$ cat config.mk
export PLATFORM = sky130hd
export DESIGN_NAME = e2bv_round
export DESIGN_NICKNAME = d
export VERILOG_FILES = /design/src/hw/rtl/e2bv_pkg.sv /design/src/hw/rtl/e2bv_round.sv
export SDC_FILE = /design/constraint.sdc
export NUM_CORES = 1
export LEC_CHECK = 0
export BUFFER_PORTS_ARGS = -buffer_cell sky130_fd_sc_hd__buf_2
export CAP_MARGIN = 20
export CORE_MARGIN = 5
export CORE_UTILIZATION = 30
export DETAILED_ROUTE_END_ITERATION = 10
export SLEW_MARGIN = 25
export SYNTH_ARGS = -nofsm -noshare
export SYNTH_HDL_FRONTEND = slang
export SYNTH_SLANG_ARGS = --single-unit
$ cat constraint.sdc
create_clock -name vclk -period 5.5
set_input_delay 0.55 -clock vclk [all_inputs]
set_output_delay 0.55 -clock vclk [all_outputs]
set_load 0.005 [all_outputs]
$ cat src/hw/rtl/e2bv_pkg.sv
// ----------------------------------------------------------------------------
// e2bv_pkg
// Shared constants, types and the quarter-wave sine series for the
// Euler-angle to basis-vector pipeline.
// ----------------------------------------------------------------------------
package e2bv_pkg;

  localparam int AngW      = 16;
  localparam int QW        = 16;
  localparam int QuarterSt = 5760;
  localparam int TurnSt    = 23040;
  localparam int Q14One    = 16384;
  localparam int RemW      = 13;
  localparam int ProdW     = 48;
  localparam int ProdFrac  = 42;

  typedef logic signed [QW-1:0] q14_t;

  typedef struct packed {
    q14_t sn;
    q14_t cs;
  } sc_t;

  // sin(r*pi/11520) in Q14, r in [0,5760], with the same rounding as the
  // Horner series; fills the quarter-wave tables at start-up.
  function automatic logic [14:0] quarter_sine(input logic [RemW-1:0] r_in);
    logic [63:0] theta, u, h, s, rr;
    rr = (r_in > RemW'(QuarterSt)) ? 64'(QuarterSt) : 64'(r_in);
    theta = (rr * 64'd299845282 + 64'd512) >> 10;
    u = (theta * theta + (64'd1 << 29)) >> 30;
    h = (64'd1 << 30) - u / 64'd110;
    h = (64'd1 << 30) - ((u * h + (64'd1 << 29)) >> 30) / 64'd72;
    h = (64'd1 << 30) - ((u * h + (64'd1 << 29)) >> 30) / 64'd42;
    h = (64'd1 << 30) - ((u * h + (64'd1 << 29)) >> 30) / 64'd20;
    h = (64'd1 << 30) - ((u * h + (64'd1 << 29)) >> 30) / 64'd6;
    s = (((theta * h + (64'd1 << 29)) >> 30) + 64'd32768) >> 16;
    if (s > 64'(Q14One)) s = 64'(Q14One);
    return s[14:0];
  endfunction

endpackage

$ cat src/hw/rtl/e2bv_round.sv
// ----------------------------------------------------------------------------
// e2bv_round
// Rounds a signed Q42 value to Q14, halves away from zero, clamped.
// ----------------------------------------------------------------------------
module e2bv_round (
  input  logic signed [e2bv_pkg::ProdW-1:0] p,
  output e2bv_pkg::q14_t                    q
);

  logic [e2bv_pkg::ProdW-1:0] mag;
  logic [e2bv_pkg::ProdW-1:0] rnd;

  always_comb begin
    mag = p[e2bv_pkg::ProdW-1] ? e2bv_pkg::ProdW'(-p) : e2bv_pkg::ProdW'(p);
    rnd = (mag + (e2bv_pkg::ProdW'(1) << (e2bv_pkg::ProdFrac - 15)))
          >> (e2bv_pkg::ProdFrac - 14);
    if (rnd > e2bv_pkg::ProdW'(e2bv_pkg::Q14One)) rnd = e2bv_pkg::ProdW'(e2bv_pkg::Q14One);
    q = p[e2bv_pkg::ProdW-1] ? -16'(rnd) : 16'(rnd);
  end

endmodule
### Word-level counts from Yosys, hierarchy flattened

Cells that the tools add are included.

| word-level totals | value |
|---|---|
| logic and storage cells | 7 |
| output and inout bits | 16 |
| bits in registers | 0 |

| cells by class | value |
|---|---|
| muxes and demuxes | 3 |
| magnitude comparators | 1 |
| add/sub/neg operators | 3 |

Operators with widths:

| operator | number |
|---|---|
| adder 48 x 28 -> 48 bit (second input constant) | 1 |
| two-way mux 48 bit | 1 |
| negator 48 bit | 1 |
| two-way mux 16 bit | 2 |
| > comparator 20 x 15 -> 1 bit (second input constant) | 1 |
| negator 16 bit | 1 |

### Depth between registers and ports, before layout

| depth | value |
|---|---|
| depth in word-level cells | 7 |
| mapped depth | 20 |
| mapped depth without buffers | 19 |

### Worst setup path after synthesis

Ideal clock, no wire load.

| path | value |
|---|---|
| kind | input to output |
| start point | input p[24] (netlist name) |
| end point | output q[10] |
| required time | 4.950 ns |
| stages on the path | 14 |
| arrival time | 4.722 ns |
| buffers on the path | 1 |
| setup slack | 0.228 ns |
| path through | or4_1 -> or4b_1 -> buf_2 -> o41ai_2 -> xor2_1 -> or4_4 -> nor4_4 -> mux2i_2 -> nor2_8 -> nand2_1 -> ha_1 -> a21oi_2 -> or4_1 -> o211ai_1 |

| on the way | value |
|---|---|
| longest elaborated chain between the ends | 7 |

Ends and longest elaborated chain:

| item | line | source |
|---|---|---|
| start: declaration | e2bv_round.sv:6 | `input logic signed [e2bv_pkg::ProdW-1:0] p,` |
| negator 48 bit | e2bv_round.sv:14 | `mag = p[e2bv_pkg::ProdW-1] ? e2bv_pkg::ProdW'(-p) : e2bv_pkg::ProdW'(p);` |
| two-way mux 48 bit (*) | e2bv_round.sv:14 |  |
| adder 48 x 28 -> 48 bit (*) | e2bv_round.sv:15 | `rnd = (mag + (e2bv_pkg::ProdW'(1) << (e2bv_pkg::ProdFrac - 15)))` |
| > comparator 20 x 15 -> 1 bit | e2bv_round.sv:17 | `if (rnd > e2bv_pkg::ProdW'(e2bv_pkg::Q14One)) rnd = e2bv_pkg::ProdW'(e2bv_pkg::Q14One);` |
| two-way mux 16 bit (*) | e2bv_round.sv:17 |  |
| negator 16 bit | e2bv_round.sv:18 | `q = p[e2bv_pkg::ProdW-1] ? -16'(rnd) : 16'(rnd);` |
| two-way mux 16 bit (*) | e2bv_round.sv:18 |  |
| end: declaration | e2bv_round.sv:7 | `output e2bv_pkg::q14_t q` |

Mark *: on every way between the ends. The rest lies on a longest branch, timed or not.

### Worst setup path after layout

| path | value |
|---|---|
| start point | input p[22] (netlist name) |
| end point | output q[10] |

Same word-level chain as after synthesis.

==> reports/qor.yml <==
status: "completed"
area_growth_syn_to_layout_pct: 29.7
post_synth_fa_ha_maj_area_fraction_pct: 1.28
critPathLaunchType: "primary input"
cpPeakStageDelay_ns: 0.61
yosysWarnings: 0
antenna_cells: 0
wl_microns: 6550
p_clk_share_pct: 0
power_switching_mw: 0.100
syn_nets: 353
finalCritPeriodShare_pct: 96.1
crit_path_top_delay_cell: "or4b_4"
powerDensity_nw_per_um2: 69.9
ys_types: 62
fmax_mhz: 189
comb_power_share_pct: 100.0
core_area_sq_um: 6350
dr.pass1.iters: 4
critPathArrivalTime_ns: 4.74
fillerInstances: 687
antenna_found_initial: 0
muxShareOfSynthArea_pct: 1.22
slew_headroom_pct: 30.1
gp_congestion: 0.871
port_buffers: 64
critical_path.max_fanout: 7
n_clock_buffer: 0
gr-usage-all-layers_pct: 15.7
fin_area_sq_um: 2530
synth_xor_area_share_pct: 15.2
synth_compound_area_share_pct: 32.2
yosys.area_share.simple_pct: 45.0
drv_cap: 0
irDropWorstVdd_mv: 0.0333
setup_viol: 0
multi_input_area_sq_um: 1920
grt_overflow_total: 0
rsz0062_at_grt: "false"
path_cells: "buf_2 -> or4_4 -> or4b_4 -> o41ai_4 -> xor2_1 -> or4_4 -> nor4_4 -> mux2i_2 -> buf_6 -> nor2_8 -> nand2_1 -> ha_1 -> a21oi_2 -> or4_1 -> o211ai_1 -> buf_2"
wl_per_cell_microns: 14.6
vias: 2537
start_util_pct: 30.8
crit_type: "in -> out"
layout.nets: 425
tns_ns: 0
die_h_microns: 90.7
leakage_nw: 1.07
syn_area_per_cell_sq_um: 6.45
drt_iter0_markers: 152
finalHoldViolCount: 0
synth_top_family_by_area: "simple AND/OR/NAND/NOR gates"
final_layout_size_suffix_gt1_share_pct: 31.1
hpwl_microns: 5500
power_frac_seq_pct: 0
synthCells: 303
grt_max_degree: 25
seq_area_frac_synth_pct: 0
tightest_slew_ns: 1.04
dieArea_sq_um: 8220
die_x_microns: 90.7
required_ns: 4.95
grt_pass1_vias: 2510
ios: 64
maxSlewViolCount: 0
p_total_mw: 0.177
vias_per_cell: 5.64
swShare_pct: 56.7
grt_pass1_wl_microns: 11500
drc_errors: 0
power.internal_mw: 0.0767
placed_area_sq_um: 2460
hold_path_depth: 5
regArea_sq_um: 0
period_needed_ns: 5.29
syn_area_sq_um: 1950
hp-class: "in -> out"
num_rows: 29
ant_nets: 0
endpoint_kind: "output port"
seq_cell_count: 0
[synthesized netlist by cell type, types with 5 or more instances]
cell,n,share of area [%]
a21oi_1,21,5.4
and3_1,5,1.6
clkbuf_1,10,1.9
inv_1,6,1.2
nand2_1,39,7.5
nand2b_1,7,2.2
nand3_1,10,2.6
nand4_1,7,2.2
nor2_1,28,5.4
nor2b_1,5,1.6
nor3_1,9,2.3
nor4_1,10,3.2
o211ai_1,6,2.3
o21a_1,5,1.9
o21ai_0,13,3.3
or2_2,5,1.6
or3_1,9,2.9
or4_1,6,2.3
xnor2_1,20,9.0
xor2_1,14,6.3
[worst paths after layout]
kind / endpoint / start
setup / recovery: q[10] / p[22]
hold / removal: q[9] / p[37]
[final cells by class]
type                       instances  share of cell area [%]
inverter                           7                    1.04
tap                               77                    3.80
multi-input combinational        280                    75.8
timing repair buffer              86                    19.3
[critical path: cells and delay by family]
| kind | cells | cell delay [ns] |
|---|---|---|
| AO/OA/AOI/OAI | 3 | 0.48 |
| XOR/XNOR | 1 | 0.13 |
| buffers and inverters | 3 | 0.38 |
| adder cells (fa/ha/maj) | 1 | 0.19 |
| multiplexers | 1 | 0.28 |
| AND/OR/NAND/NOR | 7 | 2.70 |
[routing by layer]
layer  up-vias  track usage [%]  wire (microns)
li1       1288                -               -
met1      1195             20.5            2990
met2        54             29.4            3310
met3         0            0.750             253
met4         0            0.868               0
met5         -                0               0
[repair_timing]
item	4_1_cts	5_1_grt
endpoints found under the setup margin	0	6
hold buffers	0	0
buffers inserted	0	1
gates resized for setup	0	12
[logic make-up (layout without fill, tap and decap cells)]
kind of cell,count (synthesis),in the layout
compound gates,85,85
xor+xnor,34,34
fa+ha+maj,2,2
buf+inv,23,93
mux,2,2
simple gates,157,157
[layout by cell type, fill, tap and decap left out, types with 6 or more instances in the layout]
| cell | n |
|---|---|
| a21oi_1 | 20 |
| buf_2 | 64 |
| buf_4 | 21 |
| inv_1 | 6 |
| nand2_1 | 39 |
| nand2b_1 | 7 |
| nand3_1 | 10 |
| nand4_1 | 7 |
| nor2_1 | 28 |
| nor3_1 | 9 |
| nor4_1 | 10 |
| o211ai_1 | 6 |
| o21ai_0 | 12 |
| or3_1 | 9 |
| or4_1 | 6 |
| xnor2_1 | 19 |
| xor2_1 | 14 |
[power groups by stage]
stage	registers [mW]	clock network (mW)	logic [mW]
final	0	0	0.177
after CTS	0	0	0.171
after detailed placement	0	0	0.170
after floorplan	0	0	0.114
after global placement	0	0	0.168
after global routing	0	0	0.197
[stage by stage]
stage	hold WS (ns)	util, %	setup WS (ns)	std cells
finish	1.67	39.9	0.213	450
global route	1.74	39.9	0.00264	450
CTS	1.68	38.7	0.0392	449
detailed placement	1.68	38.7	0.0394	449
global placement	1.68	38.7	0.149	449
floorplan	1.38	-	0.228	303
No activity file was read; power rests on OpenSTA's default activity.
